$ cat src/sv/modbus_rtu_request_frame_checker_unit_assert.svh
// Assertion macros shared by the frame checker's assertion blocks.
`ifndef MODBUS_RTU_REQUEST_FRAME_CHECKER_UNIT_ASSERT_SVH
`define MODBUS_RTU_REQUEST_FRAME_CHECKER_UNIT_ASSERT_SVH

// Same-cycle implication, disabled while reset is low.
`define MRFC_ASSERT_IMPLY(label, clk_s, rstn_s, ante, cons) \
  label: assert property (@(posedge clk_s) disable iff (!rstn_s) (ante) |-> (cons)) \
    else $error("frame checker: same-cycle property failed");

// Next-cycle implication, disabled while reset is low.
`define MRFC_ASSERT_NEXT(label, clk_s, rstn_s, ante, cons) \
  label: assert property (@(posedge clk_s) disable iff (!rstn_s) (ante) |=> (cons)) \
    else $error("frame checker: next-cycle property failed");

`endif

$ cat src/sv/mrfc_pkg.sv
// Shared types and constants of the Modbus RTU request frame checker.
package mrfc_pkg;

  localparam int ByteW = 8;
  localparam int CntW  = 9;
  localparam int CrcW  = 16;

  localparam logic [CntW-1:0] CntMax  = 9'd511;
  localparam logic [CrcW-1:0] CrcInit = 16'hFFFF;
  localparam logic [CrcW-1:0] CrcPoly = 16'hA001;

  // Supported function codes.
  localparam logic [ByteW-1:0] FcReadHolding = 8'h03;
  localparam logic [ByteW-1:0] FcWriteSingle = 8'h06;
  localparam logic [ByteW-1:0] FcWriteMulti  = 8'h10;
  localparam logic [ByteW-1:0] FcUser41      = 8'h41;

  // Byte positions that carry decoding information.
  localparam logic [CntW-1:0] IdxFuncCode  = 9'd1;
  localparam logic [CntW-1:0] IdxUserCount = 9'd2;
  localparam logic [CntW-1:0] IdxMultiCnt  = 9'd6;

  // Frame length rules.
  localparam logic [CntW-1:0] LenFixed     = 9'd8;
  localparam logic [CntW-1:0] LenMultiBase = 9'd9;
  localparam logic [CntW-1:0] LenUserBase  = 9'd5;
  localparam logic [CntW-1:0] LenCrcBytes  = 9'd2;

  typedef enum logic [1:0] {
    ST_SHORT       = 2'd0,
    ST_INCOMPLETE  = 2'd1,
    ST_COMPLETE    = 2'd2,
    ST_UNSUPPORTED = 2'd3
  } status_t;

  typedef struct packed {
    logic [ByteW-1:0] data_byte;
    logic             frame_start;
  } in_item_t;

  typedef struct packed {
    status_t         status;
    logic [CntW-1:0] expected_length;
    logic            length_known;
    logic            crc_good;
    logic [CntW-1:0] bytes_seen;
  } out_item_t;

endpackage

$ cat src/sv/mrfc_if.sv
// Request channel interfaces of the frame checker: byte input and result output.
interface mrfc_in_if;
  logic                           valid;
  logic                           ready;
  logic [mrfc_pkg::ByteW-1:0]     data_byte;
  logic                           frame_start;

  modport source (output valid, output data_byte, output frame_start, input ready);
  modport sink (input valid, input data_byte, input frame_start, output ready);
endinterface

interface mrfc_out_if;
  logic                           valid;
  logic                           ready;
  mrfc_pkg::status_t              status;
  logic [mrfc_pkg::CntW-1:0]      expected_length;
  logic                           length_known;
  logic                           crc_good;
  logic [mrfc_pkg::CntW-1:0]      bytes_seen;

  modport source (output valid, output status, output expected_length,
                  output length_known, output crc_good, output bytes_seen, input ready);
  modport sink (input valid, input status, input expected_length,
                input length_known, input crc_good, input bytes_seen, output ready);
endinterface

$ cat src/sv/modbus_rtu_request_frame_checker_unit.sv
// Top level of the Modbus RTU request frame checker.
//
//   Channel  | Role   | Payload
//   ---------+--------+----------------------------------------------------------
//   in_req   | sink   | data_byte[7:0], frame_start
//   out_rsp  | source | status[1:0], expected_length[8:0], length_known, crc_good, bytes_seen[8:0]
//
// One request byte is taken every cycle while in_req.ready is high; each gives one result,
// passing first through the input register and then through the result register.
// The byte-wide CRC update and length decode sit between those two registers.
// Reset (rst_n low, synchronous) empties both registers, restores the frame state
// and holds in_req.ready low.
// A stalled result holds its register; the input register still fills, and
// in_req.ready drops only when both registers are full.
module modbus_rtu_request_frame_checker_unit (
  input logic        clk,
  input logic        rst_n,
  mrfc_in_if.sink    in_req,
  mrfc_out_if.source out_rsp
);

  `include "modbus_rtu_request_frame_checker_unit_assert.svh"

  logic                s1_valid_r;
  mrfc_pkg::in_item_t  s1_item_r;
  logic                out_valid_r;
  mrfc_pkg::out_item_t out_item_r;
  mrfc_pkg::out_item_t result;
  logic                out_adv;
  logic                step;
  logic                in_rdy;

  // Pipeline advance: result register free or being emptied.
  assign out_adv = !out_valid_r || out_rsp.ready;
  assign step    = s1_valid_r && out_adv;
  assign in_rdy  = rst_n && (!s1_valid_r || out_adv);
  assign in_req.ready = in_rdy;

  // Input register.
  always_ff @(posedge clk) begin
    if (!rst_n) begin
      s1_valid_r <= 1'b0;
    end else if (in_rdy) begin
      s1_valid_r <= in_req.valid;
    end
    if (in_rdy && in_req.valid) begin
      s1_item_r.data_byte   <= in_req.data_byte;
      s1_item_r.frame_start <= in_req.frame_start;
    end
  end

  mrfc_frame_track u_track (
    .clk    (clk),
    .rst_n  (rst_n),
    .step   (step),
    .item   (s1_item_r),
    .result (result)
  );

  // Result register.
  always_ff @(posedge clk) begin
    if (!rst_n) begin
      out_valid_r <= 1'b0;
    end else if (out_adv) begin
      out_valid_r <= s1_valid_r;
    end
    if (step) begin
      out_item_r <= result;
    end
  end

  assign out_rsp.valid           = out_valid_r;
  assign out_rsp.status          = out_item_r.status;
  assign out_rsp.expected_length = out_item_r.expected_length;
  assign out_rsp.length_known    = out_item_r.length_known;
  assign out_rsp.crc_good        = out_item_r.crc_good;
  assign out_rsp.bytes_seen      = out_item_r.bytes_seen;

  // Every result follows at least one counted byte.
  `MRFC_ASSERT_IMPLY(a_bytes_nonzero, clk, rst_n, out_rsp.valid, out_rsp.bytes_seen != '0)
  // A good CRC is only reported on a complete frame.
  `MRFC_ASSERT_IMPLY(a_crc_needs_complete, clk, rst_n,
                     out_rsp.valid && out_rsp.crc_good,
                     out_rsp.status == mrfc_pkg::ST_COMPLETE)
  // An unknown length reads as zero; a known one is at least the shortest frame.
  `MRFC_ASSERT_IMPLY(a_len_unknown_zero, clk, rst_n,
                     out_rsp.valid && !out_rsp.length_known,
                     out_rsp.expected_length == '0)
  `MRFC_ASSERT_IMPLY(a_len_known_min, clk, rst_n,
                     out_rsp.valid && out_rsp.length_known,
                     out_rsp.expected_length >= mrfc_pkg::LenUserBase)

endmodule

$ cat src/sv/mrfc_crc8.sv
// Byte-wide Modbus CRC-16 update (reflected polynomial, eight bit steps unrolled).
module mrfc_crc8 (
  input  logic [mrfc_pkg::CrcW-1:0]  crc_in,
  input  logic [mrfc_pkg::ByteW-1:0] data,
  output logic [mrfc_pkg::CrcW-1:0]  crc_out
);

  // Fold the byte into the low half, then shift out eight bits.
  always_comb begin
    logic [mrfc_pkg::CrcW-1:0] c;
    c = crc_in ^ {{(mrfc_pkg::CrcW-mrfc_pkg::ByteW){1'b0}}, data};
    for (int k = 0; k < mrfc_pkg::ByteW; k++) begin
      if (c[0]) begin
        c = (c >> 1) ^ mrfc_pkg::CrcPoly;
      end else begin
        c = c >> 1;
      end
    end
    crc_out = c;
  end

endmodule

$ cat src/sv/mrfc_frame_track.sv
// Frame state of the checker: byte count, length decode, CRC and result build.
module mrfc_frame_track (
  input  logic                clk,
  input  logic                rst_n,
  input  logic                step,
  input  mrfc_pkg::in_item_t  item,
  output mrfc_pkg::out_item_t result
);

  logic [mrfc_pkg::CntW-1:0]  cnt_r, cnt_nxt, cnt_b;
  logic [mrfc_pkg::ByteW-1:0] fc_r, fc_nxt, fc_b;
  logic [mrfc_pkg::CntW-1:0]  len_r, len_nxt, len_b;
  logic                       lv_r, lv_nxt, lv_b;
  logic [mrfc_pkg::CrcW-1:0]  crc_r, crc_nxt, crc_b, crc_fed;
  logic [mrfc_pkg::ByteW-1:0] lo_r, lo_nxt, lo_b;
  logic                       match_r, match_nxt, match_b;
  logic                       proceed;
  logic                       crc_zone;
  logic                       complete;
  logic                       supported;
  logic [mrfc_pkg::ByteW-1:0] b;

  assign b = item.data_byte;

  // A frame start clears the state before the byte is taken as byte 0.
  always_comb begin
    if (item.frame_start) begin
      cnt_b   = '0;
      fc_b    = '0;
      len_b   = '0;
      lv_b    = 1'b0;
      crc_b   = mrfc_pkg::CrcInit;
      lo_b    = '0;
      match_b = 1'b0;
    end else begin
      cnt_b   = cnt_r;
      fc_b    = fc_r;
      len_b   = len_r;
      lv_b    = lv_r;
      crc_b   = crc_r;
      lo_b    = lo_r;
      match_b = match_r;
    end
  end

  assign proceed = item.frame_start || !(lv_b && (cnt_b >= len_b));

  mrfc_crc8 u_crc8 (
    .crc_in  (crc_b),
    .data    (b),
    .crc_out (crc_fed)
  );

  // Length decode, CRC feed or CRC capture, and counter advance.
  always_comb begin
    cnt_nxt   = cnt_b;
    fc_nxt    = fc_b;
    len_nxt   = len_b;
    lv_nxt    = lv_b;
    crc_nxt   = crc_b;
    lo_nxt    = lo_b;
    match_nxt = match_b;
    crc_zone  = 1'b0;
    if (proceed) begin
      if (cnt_b == mrfc_pkg::IdxFuncCode) begin
        fc_nxt = b;
        if (b == mrfc_pkg::FcReadHolding || b == mrfc_pkg::FcWriteSingle) begin
          len_nxt = mrfc_pkg::LenFixed;
          lv_nxt  = 1'b1;
        end
      end else if (cnt_b == mrfc_pkg::IdxUserCount && fc_b == mrfc_pkg::FcUser41) begin
        len_nxt = mrfc_pkg::LenUserBase + {1'b0, b};
        lv_nxt  = 1'b1;
      end else if (cnt_b == mrfc_pkg::IdxMultiCnt && fc_b == mrfc_pkg::FcWriteMulti) begin
        len_nxt = mrfc_pkg::LenMultiBase + {1'b0, b};
        lv_nxt  = 1'b1;
      end

      // The last two bytes are the received CRC, low byte first.
      crc_zone = lv_nxt && (len_nxt >= mrfc_pkg::LenCrcBytes) &&
                 (cnt_b >= len_nxt - mrfc_pkg::LenCrcBytes);
      if (crc_zone) begin
        if (cnt_b == len_nxt - mrfc_pkg::LenCrcBytes) begin
          lo_nxt = b;
        end else if (cnt_b == len_nxt - mrfc_pkg::CntW'(1)) begin
          match_nxt = (crc_b == {b, lo_b});
        end
      end else begin
        crc_nxt = crc_fed;
      end

      if (cnt_b < mrfc_pkg::CntMax) begin
        cnt_nxt = cnt_b + mrfc_pkg::CntW'(1);
      end
    end
  end

  // Result seen after this byte.
  assign complete  = lv_nxt && (cnt_nxt >= len_nxt);
  assign supported = (fc_nxt == mrfc_pkg::FcReadHolding) ||
                     (fc_nxt == mrfc_pkg::FcWriteSingle) ||
                     (fc_nxt == mrfc_pkg::FcWriteMulti) ||
                     (fc_nxt == mrfc_pkg::FcUser41);

  always_comb begin
    priority if (cnt_nxt < mrfc_pkg::LenCrcBytes) begin
      result.status = mrfc_pkg::ST_SHORT;
    end else if (!supported) begin
      result.status = mrfc_pkg::ST_UNSUPPORTED;
    end else if (complete) begin
      result.status = mrfc_pkg::ST_COMPLETE;
    end else begin
      result.status = mrfc_pkg::ST_INCOMPLETE;
    end
    result.expected_length = lv_nxt ? len_nxt : '0;
    result.length_known    = lv_nxt;
    result.crc_good        = complete && match_nxt;
    result.bytes_seen      = cnt_nxt;
  end

  // State registers advance once per processed byte.
  always_ff @(posedge clk) begin
    if (!rst_n) begin
      cnt_r   <= '0;
      fc_r    <= '0;
      len_r   <= '0;
      lv_r    <= 1'b0;
      crc_r   <= mrfc_pkg::CrcInit;
      lo_r    <= '0;
      match_r <= 1'b0;
    end else if (step) begin
      cnt_r   <= cnt_nxt;
      fc_r    <= fc_nxt;
      len_r   <= len_nxt;
      lv_r    <= lv_nxt;
      crc_r   <= crc_nxt;
      lo_r    <= lo_nxt;
      match_r <= match_nxt;
    end
  end

endmodule

$ cat src/flat_wrapper.sv
// flat-port wrapper written by rule: the top's interface ports become plain ports
module modbus_rtu_request_frame_checker_unit_flat 
  (clk, rst_n, in_req_valid, in_req_data_byte, in_req_frame_start, in_req_ready, out_rsp_valid, out_rsp_status, out_rsp_expected_length, out_rsp_length_known, out_rsp_crc_good, out_rsp_bytes_seen, out_rsp_ready);
  mrfc_in_if in_req_i ();
  mrfc_out_if out_rsp_i ();
  input logic clk;
  input logic rst_n;
  input wire logic [$bits(in_req_i.valid)-1:0] in_req_valid;
  input wire logic [$bits(in_req_i.data_byte)-1:0] in_req_data_byte;
  input wire logic [$bits(in_req_i.frame_start)-1:0] in_req_frame_start;
  output wire logic [$bits(in_req_i.ready)-1:0] in_req_ready;
  output wire logic [$bits(out_rsp_i.valid)-1:0] out_rsp_valid;
  output wire logic [$bits(out_rsp_i.status)-1:0] out_rsp_status;
  output wire logic [$bits(out_rsp_i.expected_length)-1:0] out_rsp_expected_length;
  output wire logic [$bits(out_rsp_i.length_known)-1:0] out_rsp_length_known;
  output wire logic [$bits(out_rsp_i.crc_good)-1:0] out_rsp_crc_good;
  output wire logic [$bits(out_rsp_i.bytes_seen)-1:0] out_rsp_bytes_seen;
  input wire logic [$bits(out_rsp_i.ready)-1:0] out_rsp_ready;
  assign in_req_i.valid = in_req_valid;
  assign in_req_i.data_byte = in_req_data_byte;
  assign in_req_i.frame_start = in_req_frame_start;
  assign in_req_ready = in_req_i.ready;
  assign out_rsp_valid = out_rsp_i.valid;
  assign out_rsp_status = out_rsp_i.status;
  assign out_rsp_expected_length = out_rsp_i.expected_length;
  assign out_rsp_length_known = out_rsp_i.length_known;
  assign out_rsp_crc_good = out_rsp_i.crc_good;
  assign out_rsp_bytes_seen = out_rsp_i.bytes_seen;
  assign out_rsp_i.ready = out_rsp_ready;
  modbus_rtu_request_frame_checker_unit u_core (.clk(clk), .rst_n(rst_n), .in_req(in_req_i), .out_rsp(out_rsp_i));
endmodule
$ cat config.mk
export PLATFORM = sky130hd
export DESIGN_NAME = modbus_rtu_request_frame_checker_unit_flat
export DESIGN_NICKNAME = d
export VERILOG_FILES = /design/src/sv/mrfc_pkg.sv /design/src/sv/mrfc_if.sv /design/src/sv/modbus_rtu_request_frame_checker_unit.sv /design/src/sv/mrfc_crc8.sv /design/src/sv/mrfc_frame_track.sv /design/src/flat_wrapper.sv
export VERILOG_INCLUDE_DIRS = /design/src /design/src/sv
export SDC_FILE = /design/constraint.sdc
export NUM_CORES = 1
export LEC_CHECK = 0
export ABC_CLOCK_PERIOD_IN_PS = 10950
export BUFFER_PORTS_ARGS = -buffer_cell sky130_fd_sc_hd__buf_2
export CORE_UTILIZATION = 67
export CTS_CLUSTER_DIAMETER = 150
export DETAILED_ROUTE_END_ITERATION = 10
export MAX_ROUTING_LAYER = met4
export PLACE_DENSITY = 0.91
export REMOVE_ABC_BUFFERS = 1
export SLEW_MARGIN = 40
export SYNTH_ARGS = -nofsm -noshare
export SYNTH_HDL_FRONTEND = slang
export SYNTH_SLANG_ARGS = --single-unit
$ cat constraint.sdc
create_clock -name clk -period 10.95 [get_ports clk]
set_input_delay 0.5475 -clock clk [delete_from_list [all_inputs] [get_ports clk]]
set_output_delay 0.5475 -clock clk [all_outputs]
set_load 0.01 [all_outputs]
### Word level (Yosys, flattened, before mapping)

Index checks and enable logic that the tools add are counted.

* flip-flop bits (word level): 85
* bits of input ports: 13

* $add $sub $neg: 5
* magnitude comparators: 6
* equal/unequal tests: 14
* mux-type cells: 42
* bitwise operators: 9
* reductions and logical operators: 20

Operators with widths (number)
* 2-to-1 mux 16 bit: 11
* 2-to-1 mux 9 bit: 10
* 2-to-1 mux 8 bit: 7
* greater-or-equal comparator 9 bit: 3
* inverter 2 -> 3 bit: 8
* == test 9 bit: 2
* == test 16 bit: 1
* == test 8 x 2 -> 1 bit (second input constant): 2
* == test 8 x 3 -> 1 bit (second input constant): 2
* == test 8 x 5 -> 1 bit (second input constant): 2
* == test 8 x 7 -> 1 bit (second input constant): 2
* XOR 16 x 8 -> 16 bit: 1
* 2-to-1 mux 1 bit: 12
* logical AND 1 bit: 10
* adder 3 x 8 -> 9 bit (first input constant): 1
* adder 4 x 8 -> 9 bit (first input constant): 1
* adder 9 x 1 -> 9 bit (second input constant): 1
* == test 9 x 1 -> 1 bit (second input constant): 1
* == test 9 x 2 -> 1 bit (second input constant): 1
* == test 9 x 3 -> 1 bit (second input constant): 1
* greater-or-equal comparator 9 x 2 -> 1 bit (second input constant): 1
* less-than comparator 9 x 2 -> 1 bit (second input constant): 1
* less-than comparator 9 bit (second input constant): 1
* subtractor 9 x 1 -> 9 bit (second input constant): 1
* other kinds (4): 13

### Depth between registers and ports, before layout

* depth after elaboration: 20
* depth in mapped cells: 26
* mapped depth without buffers: 24

### Hierarchy

A second synthesis with hierarchy kept.

* cells, all modules: 669
* area, all modules: 6107.1 um^2

By module, submodules not included
* mrfc_frame_track: instances 1, cells an instance 599, area an instance 4795.8 um^2, seq. area each 1041.0 um^2
* modbus_rtu_request_frame_checker_unit: instances 1, cells an instance 41, area an instance 1027.2 um^2, seq. area each 970.9 um^2
* mrfc_crc8: instances 1, cells an instance 29, area an instance 284.0 um^2, seq. area each 0.0 um^2

### Worst setup path before layout

Ideal clock, no wire load.

* path type: reg-to-reg
* start point: register u_core.s1_item_r[0] (netlist name)
* end point: register u_core.out_item_r (netlist bit u_core.out_rsp.crc_good) (data pin)
* setup time: 0.254 ns
* data arrival time: 4.673 ns
* slack: 6.023 ns
* stages on the path, launching flop included: 25
* cell sequence: edfxtp_1 buf_2 clkinv_1 clkbuf_1 nand2_1 inv_1 ha_1 nor4b_2 nor2_1 nor2_2 nand2_1 o22ai_1 inv_1 ha_1 clkbuf_1 xor2_1 ha_1 a21o_1 a21oi_1 o21ai_0 o211ai_1 a2111oi_0 and4_4 mux2i_1 nor2_1

RTL lines
* from (decl): line modbus_rtu_request_frame_checker_unit.sv:25 `mrfc_pkg::in_item_t s1_item_r;`
* to (signal assigned): line modbus_rtu_request_frame_checker_unit.sv:68 `out_item_r <= result;`
* to (decl): line modbus_rtu_request_frame_checker_unit.sv:27 `mrfc_pkg::out_item_t out_item_r;`

==> summary.md <==
| Metric | Value |
|---|---|
| Status | `completed` |
| Area of the multi-input gates | `3961 µm²` |
| Critical path depth | `22` |
| Clk slew on worst S/H paths | `0.09 ns` |
| Storage cell area | `2012 µm²` |
| Pint | `0.4955 mW` |
| CP max stage cell | `o22ai_1` |
| Gr ovfl total | `0` |
| Post-CTS Resized | `0` |
| Antenna viol nets, final | `0` |
| Fin nets | `770` |
| Tot GR Track Use | `36.49%` |
| Fraction of layout cells with a size suffix above 1 | `12.91%` |
| Initial antenna violation count | `0` |
| Most common cell after layout, fill and taps aside | `nand2_1` |
| CTS buffer count | `9` |
| Layout Area Growth over Synthesis | `6.066%` |
| DPL Wire Length | `11,930 µm` |
| Sequential-to-total area share from yosys stat | `32.19%` |
| GPL Wtd Cong | `0.9691` |
| Port Buffers | `36` |
| CP Buf/Inv Count | `4` |
| Final core occ | `74.56%` |
| Combinational power share | `17.3%` |
| Setup_tns | `0 ns` |
| Worst Setup Start Kind | `register` |
| Tmin final | `6.287 ns` |
| Cell Chain, Critical Path | `buf_4 -> inv_2 -> nand2_1 -> inv_1 -> ha_1 -> nor4b_2 -> nor2_1 -> nor2_2 -> nand2_1 -> o22ai_1 -> inv_1 -> ha_1 -> xor2_1 -> ha_1 -> a21o_1 -> a21oi_1 -> o21ai_0 -> o211ai_1 -> a2111oi_0 -> and4_4 -> mux2i_1 -> nor2_1` |
| Largest net degree at the start of global routing | `58` |
| Setup repair bufs after CTS | `0` |
| Vias | `5,632` |
| Worst setup path start | `u_core.s1_item_r[0]$_DFFE_PP_` |
| RSZ-0062 raised after global routing | `false` |
| Worst setup path class | `reg2reg` |
| Die H | `98.58 µm` |
| Worst VDD drop | `0.00009623 V` |
| Worst-Margin Slew | `0.7610 ns` |
| R2r worst-path depth | `22` |
| Final slew viol count | `0` |
| # diodes | `0` |
| DRT iter0 DRCs | `377` |
| Post-synthesis cell count | `710` |
| Clk pwr share | `32.1%` |
| Clock buffer depth | `2` |
| Clk sink count | `85` |
| TritonCTS clock tree | `yes` |
| Delay-heaviest family, CP | `compound AO/OA/AOI/OAI gates` |
| Dpl cells | `820` |
| First-pass GRT wire length | `27,010 µm` |
| Die area | `9718 µm²` |
| Seq cells post-synth | `85` |
| FF-to-FF Start | `u_core.s1_item_r[0]$_DFFE_PP_` |
| Clk_skew | `0.01756 ns` |
| Die width | `98.58 µm` |
| Yosys Warn Count | `0` |
| Final setup violation count | `0` |
| Worst-Skew Late Latency | `0.37 ns` |
| DRC viols | `0` |
| Rows | `34` |
| Post-Syn Area | `6250 µm²` |
| Wirelength per Cell | `19.66 µm` |
| CP max stage delay | `0.54 ns` |
| Ys async rst share | `0%` |
| Worst Path Max Fanout | `46` |
| Num ports | `37` |
| Layout fillers | `673` |
| Critical Path End Type | `register` |
| Commonest non-fill, non-tap cells in the layout | `nand2_1 (68), nor2_1 (60), dfxtp_1 (54), xnor2_1 (48), buf_2 (36)` |
| Mean Syn Cell Area | `8.802 µm²` |
| Tightest Hold Check Type | `in2reg` |
| Worst EP arrival | `6.41 ns` |
| Hold path depth | `1` |
| CP required | `11.07 ns` |
| Final cycle utilization of the critical path | `57.41%` |
| Maxcap violations | `0` |
| Post-synth EDFFs | `31` |
| Final hold vios | `0` |
| Hold_buf cts | `0` |
| Total net switching power | `0.2146 mW` |
| Vias in the first global route | `5,398` |
| Final non-filler cell total | `836` |
| Critical path's most frequent cell | `ha_1` |
| Switch share | `30.22%` |
| CTS H-tree lvls | `3` |
| Netlist cell types | `90` |
| Sequential share of power | `50.6%` |
| Drt pass-1 iters | `6` |
| Worst Hold Launch | `in_req_data_byte[5]` |
| DRT Wirelength | `16,440 µm` |
| LEAKAGE | `2.618 nW` |
| Core footprint | `8891 µm²` |
| Power Dens Cells | `107.1 nW/µm²` |
| Normalized max-slew margin | `47.95%` |
| Initial core utilization | `70.29%` |
| Via density | `6.737` |
| Root buf cell | `clkbuf_8` |
| F_max | `159.1 MHz` |
| Main synth FF type | `dfxtp_1` |
-- path summary, 6_finish.rpt --
check / slack (ns) / end
setup / recovery: 4.66 / u_core.out_rsp.crc_good$_DFFE_PP_
hold / removal: 0.36 / u_core.s1_item_r[6]$_DFFE_PP_
setup reg to reg: 4.66 / u_core.out_rsp.crc_good$_DFFE_PP_
hold reg to reg: 0.51 / u_core.u_track.lv_r$_SDFFE_PN0P_
-- cell families after synthesis --
group / after synthesis / synth area share (%)
and+or+nand+nor: 274 / 24.24
adders and majority gates: 34 / 6.807
xor gates and xnor gates: 64 / 8.969
buffers and inverters: 66 / 4.425
AOI/OAI and AO/OA: 173 / 21.06
DFF: 85 / 32.19
muxes: 14 / 2.302
-- layout make-up --
class | count | share of cell area [%]
timing repair buffer | 41 | 3.284
inverter | 27 | 1.548
clock buffer | 11 | 2.454
sequential | 85 | 30.35
tap | 108 | 2.039
multi-input combinational | 559 | 59.76
clock inverter | 5 | 0.5663
-- synthesized netlist by cell type, drive strengths merged, types with 4 or more instances --
cell / instances / area, µm²
nand3: 21 / 110.1
dfxtp: 54 / 1081
xnor2: 48 / 420.4
o211ai: 11 / 87.58
nor4: 8 / 71.32
a2111oi: 4 / 41.29
inv: 25 / 93.84
nor3b: 8 / 60.06
nor2b: 29 / 181.4
o211a: 9 / 90.09
nand2: 68 / 255.2
a31oi: 5 / 46.29
nor3: 19 / 122.6
or2: 4 / 27.54
and2: 12 / 75.07
buf: 18 / 96.34
ha: 34 / 425.4
nor4b: 6 / 80.08
o22ai: 18 / 112.6
edfxtp: 31 / 930.9
nand4: 10 / 62.56
a211oi: 9 / 67.56
xor2: 16 / 140.1
o21a: 6 / 45.04
o21ai: 32 / 175.2
a22oi: 16 / 120.1
a21oi: 20 / 111.4
clkbuf: 21 / 78.83
mux2i: 11 / 110.1
and4: 5 / 46.29
a21o: 15 / 113.9
nand2b: 6 / 45.04
a21boi: 4 / 33.78
nor2: 62 / 242.7
-- stage by stage --
| stage | hold WS (ns) | worst slack (ns) | instance area (µm²) | total power [mW] |
|---|---|---|---|---|
| 2_1_floorplan | 0.4551 | 5.027 | 6075 | 0.4490 |
| 3_3_place_gp | 0.4743 | 4.409 | 6427 | 0.4829 |
| 3_5_place_dp | 0.4864 | 4.253 | 6427 | 0.4864 |
| 4_1_cts | 0.3549 | 4.201 | 6628 | 0.7086 |
| 5_1_grt | 0.3479 | 4.170 | 6629 | 0.7352 |
| 6_report | 0.3564 | 4.663 | 6629 | 0.7101 |
-- per-layer routing --
metal  up-vias  wire length [µm]  GRT usage [%]
met4         0               837          20.09
met1      2650              6552          43.74
li1       2614                 -              -
met2       296              7680          58.56
met3        72              1367          6.241
met5         -                 0              -
-- worst register-to-register path: stages (launching register included) --
cell and delay (ns):
edfxtp_1 0.36, buf_4 0.29, inv_2 0.49, nand2_1 0.25, inv_1 0.17, ha_1 0.18, nor4b_2 0.32, nor2_1 0.19
nor2_2 0.41, nand2_1 0.10, o22ai_1 0.54, inv_1 0.14, ha_1 0.33, xor2_1 0.20, ha_1 0.31, a21o_1 0.12
a21oi_1 0.06, o21ai_0 0.19, o211ai_1 0.26, a2111oi_0 0.54, and4_4 0.32, mux2i_1 0.22, nor2_1 0.05
-- flip-flops by register name, summed over array words and instances (netlist names) --
signal	count
u_core.out_rsp.expected_length	9
u_core.u_track.cnt_r	9
u_core.u_track.lo_r	8
u_core.s1_valid_r	1
u_core.u_track.match_r	1
u_core.u_track.lv_r	1
u_core.u_track.len_r	9
u_core.out_rsp.crc_good	1
u_core.u_track.fc_r	8
u_core.out_rsp.length_known	1
u_core.u_track.crc_r	16
u_core.out_rsp.status	2
u_core.out_rsp.bytes_seen	9
u_core.s1_item_r	9
u_core.out_rsp.valid	1
-- power by group through the flow --
| stage | Sequential (mW) | Combinational [mW] | Clock, mW |
|---|---|---|---|
| 6_report | 0.360 | 0.123 | 0.228 |
| 5_1_grt | 0.361 | 0.135 | 0.239 |
| 4_1_cts | 0.359 | 0.121 | 0.229 |
| 3_5_place_dp | 0.366 | 0.120 | 0 |
| 3_3_place_gp | 0.366 | 0.117 | 0 |
| 2_1_floorplan | 0.364 | 0.0851 | 0 |
Note: power is estimated with default switching activity, not from simulation.
